`src/design/smpq_pkg.sv`:
```
// Shared types and constants for the sorted max priority queue.
// Used by smpq_cell and sorted_max_priority_queue; depends on nothing else.
package smpq_pkg;

    localparam int CAPACITY  = 64;
    localparam int DATA_W    = 32;
    localparam int CNT_W     = $clog2(CAPACITY + 1);
    localparam int OUT_CNT_W = 7;

    localparam logic CMD_ENQ = 1'b0;
    localparam logic CMD_DEQ = 1'b1;

    localparam logic [1:0] ST_OK    = 2'd0;
    localparam logic [1:0] ST_EMPTY = 2'd1;
    localparam logic [1:0] ST_FULL  = 2'd2;

    typedef struct packed {
        logic                     command;
        logic signed [DATA_W-1:0] value_in;
    } in_beat_t;

    typedef struct packed {
        logic signed [DATA_W-1:0] value_out;
        logic [1:0]               status;
        logic [OUT_CNT_W-1:0]     entry_count;
    } out_beat_t;

    // Broadcast to every cell of the chain in each cycle.
    typedef struct packed {
        logic                     insert;
        logic                     remove;
        logic signed [DATA_W-1:0] value;
    } cell_ctrl_t;

endpackage

```
`src/design/smpq_cell.sv`:
```
// One storage cell of the sorted chain: holds a single value and trades it
// with its neighbours. Depends on smpq_pkg.
module smpq_cell (
    input  logic                             clk,
    input  smpq_pkg::cell_ctrl_t             ctrl,
    input  logic                             occupied,
    input  logic                             prev_keep,
    input  logic signed [smpq_pkg::DATA_W-1:0] prev_value,
    input  logic signed [smpq_pkg::DATA_W-1:0] next_value,
    output logic                             keep,
    output logic signed [smpq_pkg::DATA_W-1:0] value
);
    import smpq_pkg::*;

    logic signed [DATA_W-1:0] value_reg;
    logic signed [DATA_W-1:0] value_next;

    // A cell keeps its value on insert when it holds an entry at least as
    // large as the new one, so equal values stay ahead of the newcomer.
    assign keep  = occupied && (value_reg >= ctrl.value);
    assign value = value_reg;

    always_comb
    begin
        value_next = value_reg;
        if (ctrl.insert)
        begin
            if (!keep)
            begin
                value_next = prev_keep ? ctrl.value : prev_value;
            end
        end
        else if (ctrl.remove)
        begin
            value_next = next_value;
        end
    end

    always_ff @(posedge clk)
    begin
        value_reg <= value_next;
    end

endmodule

```
`config.mk`:
```
export PLATFORM = sky130hd
export DESIGN_NAME = smpq_cell
export DESIGN_NICKNAME = d
export VERILOG_FILES = /design/src/design/smpq_pkg.sv /design/src/design/smpq_cell.sv
export SDC_FILE = /design/constraint.sdc
export NUM_CORES = 1
export LEC_CHECK = 0
export BUFFER_PORTS_ARGS = -buffer_cell sky130_fd_sc_hd__buf_4
export CAP_MARGIN = 15
export CORE_ASPECT_RATIO = 2
export CORE_MARGIN = 1
export CORE_UTILIZATION = 40
export DETAILED_ROUTE_END_ITERATION = 10
export HOLD_SLACK_MARGIN = 0.05
export PLACE_DENSITY = 0.76
export SLEW_MARGIN = 20
export SYNTH_ARGS = -nofsm -noshare
export SYNTH_HDL_FRONTEND = slang
export SYNTH_SLANG_ARGS = --single-unit
```
`constraint.sdc`:
```
create_clock -name clk -period 2.7 [get_ports clk]
set_input_delay 0.27 -clock clk [delete_from_list [all_inputs] [get_ports clk]]
set_output_delay 0.27 -clock clk [all_outputs]
set_load 0.02 [all_outputs]
```
======== After elaboration in Yosys (flattened, before gate mapping) ========
Cells that the tools add are included.
word-level totals
  register bits after elaboration ......... 32
  bits in latches ......................... 0
  bits in writable memories ............... 0
  ROM bits ................................ 0
  input bits .............................. 101
  output and inout bits ................... 33
  memories ................................ 0
operators by class
  add/subtract/negate cells ............... 0
  multipliers ............................. 0
  div/mod/pow operators ................... 0
  $lt $le $gt $ge ......................... 1
  equality and inequality tests ........... 1
  shifts and indexed selects .............. 0
  muxes and demuxes ....................... 4
  bitwise operators ....................... 0
  reductions and logical operators ........ 3
operator list
  kind                                  count
  32-bit two-way mux                    4
  32-bit >= comparator                  1
  2-bit != test, second input constant  1
  2-bit AND reduction                   1
  2-bit nonzero test                    1
  1-bit logical AND                     1

======== Longest topological paths before layout ========
  depth in word-level cells ............... 4
  gate-level depth with buffers ........... 8
  gate-level depth less buffers ........... 8

======== Worst setup path after synthesis ========
No wires, ideal clock.
  path type ............................... flip-flop to flip-flop
  from .................................... register value_reg[14], in the netlist value[14]
  to ...................................... register value_reg[0], in the netlist value[0], enable pin
  arrival time ............................ 2.676 ns
  required time ........................... 2.306 ns
  slack ................................... -0.370 ns
  cell stages (with the launch flop) ...... 8
  buffers on the path ..................... 0
  period minus slack after synthesis ...... 3.070 ns
  path through ............................ edfxtp_1 -> ha_1 -> and4_4 -> a211oi_2 -> o21ai_1 -> o31ai_1 -> nor3b_2 -> o32a_1
on the way
  word-level cells in the longest chain between the ends .. 4
RTL lines
  item                                  line             text
  from (decl)                           smpq_cell.sv:15  logic signed [DATA_W-1:0] value_reg;
  from (signal assigned)                smpq_cell.sv:41  value_reg <= value_next;
  32-bit >= comparator                  smpq_cell.sv:20  assign keep = occupied && (value_reg >= ctrl.value);
  1-bit logical AND                     smpq_cell.sv:20
  2-bit != test (no source line)        --
  2-bit AND reduction (no source line)  --
Every way passes these cells.
A chain may end at the register's enable or synchronous reset.

======== Final worst setup path ========
  from .................................... register value_reg[14], in the netlist value[14]
  to ...................................... output port keep
on the way
  word-level cells in the longest chain between the ends .. 2
RTL lines
  item                  line             text
  32-bit >= comparator  smpq_cell.sv:20
  1-bit logical AND     smpq_cell.sv:20
  to (decl)             smpq_cell.sv:10  output logic keep,
Every way passes these cells.

==> summary.txt <==
Clocking
  – Num CTS Buffers: 5
  – CTS root buf: clkbuf_16
  – Maximum clock path buffer count: 2
  – Clk sinks: 32
  – CTS tree: yes
  – Clock Latency Late Sink: 0.27 ns
  – CTS clk-pin slew, worst paths: 0.05 ns
  – Hold buffer count at CTS: 0
  – H-tree lvl count: 2

STA
  – Count of final max-slew check failures: 0
  – Fin crit period: 2.60 ns
  – Hold slack final: 0.321 ns
  – RSZ-0062 raised after global routing: true
  – Slew HR: 0.628
  – Final setup viols: 0
  – Worst-Margin Slew: 0.558 ns
  – Highest clock rate: 0.385 GHz
  – Period utilization: 0.962
  – Clock skew: 0.00655 ns
  – Final hold vios: 0

Finish
  – Multi-input gate area: 1460 sq um
  – Storage cell area: 961 sq um
  – Ant diodes: 0
  – Final #Nets: 526
  – Share of cells above drive strength 1: 0.409
  – Max FFs per register: 32
  – Commonest non-fill, non-tap cells in the layout: 138 x buf_4, 44 x a21oi_1, 33 x nor2_1
  – Post-route cell area: 3830 sq um
  – Fill cells: 519
  – Most common cell after layout, fill and taps aside: buf_4
  – Layout area overhead: 54.5%

Drt
  – Drt wl/cell: 15.0 microns
  – Final WL: 6860 microns
  – DRT iter0 DRCs: 58
  – Vias: 2397
  – Antenna-violating nets left: 0
  – DR vias/cell: 5.25
  – Router iterations before antenna repair: 7
  – Drt drc: 7

Critical path
  – Crit path kind: register to output pin
  – Crit path max fanout: 3
  – R2r setup slk: 0.15 ns
  – CP Data Arrival Time: 2.33 ns
  – Critical Path Max Stage Delay: 0.40 ns
  – Crit. End Element: output pin
  – Slowest CP cell: edfxtp_1
  – Worst Reg2Reg Path Length in Cells: 8
  – Startpoint types: register
  – Worst path required time: 2.43 ns
  – Crit Reg-Reg Startpoint: value[25]
  – Crit path cell chain: ha_1, and4_4, a211oi_2, o21ai_1, o31ai_2, nor2_1, nor3b_2, buf_4
  – Worst reg2reg path endpoint: value[16]

Min path
  – Worst Hold End: value[31]
  – Hold-critical path depth: 3
  – Hold Startpoint: next_value[31]
  – Hold Crit Class: input port to register

Synthesis
  – Synth Area per Inst: 9.64 sq um
  – Sequential cell area fraction in the yosys report: 0.388
  – Synthesized area: 2480 sq um
  – Syn Inst Count: 257
  – #FFs+latches synth: 32
  – Cell variety after synth: 33
  – Syn Nets: 390
  – Yosys warning count: 0

Floorplan
  – Die height: 113 microns
  – Core Region: 6010 sq um
  – Die area: 6530 sq um
  – IO Pins: 134
  – # rows: 40
  – Initial Utilization: 0.413
  – Chip Width: 57.7 microns

Power and ir drop
  – Worst VDD drop: 0.341 mV
  – Pwr Density: 468 nW/um^2
  – Leak: 1.90 nW

Placement
  – # port buffers: 133
  – HPWL after DPL: 5520 microns
  – GP Congestion: 0.784
  – Post-DP Area: 3560 sq um

GRT
  – Global-route usage over all layers: 0.209
  – Total gr overflow: 0
  – Number of global-route vias before repair: 2444
  – Largest net degree at the start of global routing: 53
  – Antenna violations before repair: 0
  – First-pass GRT wire length: 10300 microns

Status
  – Outcome: finished, violations left
  – Violated checks: design-rule violations

Job
  – Max-Cap Viols: 0
[stage by stage]
step                total power (W)  TNS (ns)  std cells  setup WS, ns   util
global placement            0.00123         0        445         0.264  0.593
finish                      0.00179         0        457         0.102  0.638
CTS                         0.00177         0        453        0.0390  0.616
global route                0.00188   -0.0381        457       -0.0381  0.638
floorplan                  0.000959         0        257       0.00995      -
detailed placement          0.00125         0        445         0.179  0.593
[cell type report]
class / count / area share
clock inverter: 1 / 0.000980
clock buffer: 7 / 0.0346
tap: 63 / 0.0206
inverter: 32 / 0.0314
sequential: 32 / 0.251
multi-input combinational: 182 / 0.380
timing repair buffer: 140 / 0.281
[what timing repair did]
action / CTS / global route
pin swaps: 0 / 13
buffers inserted: 0 / 4
gates resized for setup: 1 / 11
setup endpoints to repair: 1 / 33
[cell families (layout without fill, tap and decap cells)]
group,Yosys count,in the layout,synth area share
buffers and inverters,43,180,0.0667
AOI/OAI and AO/OA,59,59,0.138
and+or+nand+nor,59,59,0.117
adders and majority gates,32,32,0.162
DFF,32,32,0.388
muxes,32,32,0.129
[critical path, delay by kind of cell (launching register included)]
kind | cells | cell delay, ns
compound gates | 3 | 0.57
simple gates | 3 | 0.56
buf+inv | 1 | 0.17
fa+ha+maj | 1 | 0.35
flops | 1 | 0.40
[metal layers]
| layer | routed length (microns) | vias to the layer above | GRT usage |
|---|---|---|---|
| met3 | 348 | 12 | 0.0354 |
| met5 | 0 | - | 0 |
| li1 | - | 1196 | - |
| met4 | 204 | 0 | 0.0952 |
| met2 | 4180 | 78 | 0.429 |
| met1 | 2120 | 1111 | 0.182 |
[report_power, final]
part           total (W)  switching [W]  internal [W]
combinational   0.000623       0.000307      0.000315
clock           0.000514       0.000176      0.000338
sequential      0.000654      0.0000334      0.000621
total            0.00179       0.000517       0.00127
[worst max path at each step]
| stage | start | endpoint | depth (start not counted) |
|---|---|---|---|
| after floorplan | value[14] | value[0] | 7 |
| after global placement | value[14] | value[13] | 8 |
| after detailed placement | value[14] | value[13] | 8 |
| after CTS | value[14] | keep | 8 |
| after global routing | value[25] | keep | 8 |
| final | value[14] | keep | 8 |
[cells in the mapped netlist]
cell type	n	area [sq um]
clkbuf_1	7	26.3
o21a_1	1	7.51
o21ai_0	2	10.0
o21ai_1	2	10.0
or2_1	1	6.26
o2bb2ai_1	1	8.76
ha_1	32	400
a211oi_1	1	7.51
o32a_1	1	10.0
nand3_1	2	10.0
nor3b_2	1	12.5
o211ai_1	1	7.51
inv_1	32	120
o31ai_2	1	12.5
and4_1	2	17.5
nand2b_1	1	6.26
o31ai_1	1	7.51
nand4_1	4	25.0
edfxtp_1	32	961
buf_1	1	3.75
nor3_1	1	5.00
a21o_1	2	15.0
nor3b_1	1	7.51
nor2_1	33	124
and3_1	1	6.26
mux2i_1	32	320
buf_2	3	15.0
nor4b_2	1	15.0
nor2b_1	2	12.5
a21oi_1	44	220
a211oi_2	2	25.0
nand2_1	8	30.0
and4_4	1	11.3
No activity file was read; power rests on OpenSTA's default activity.
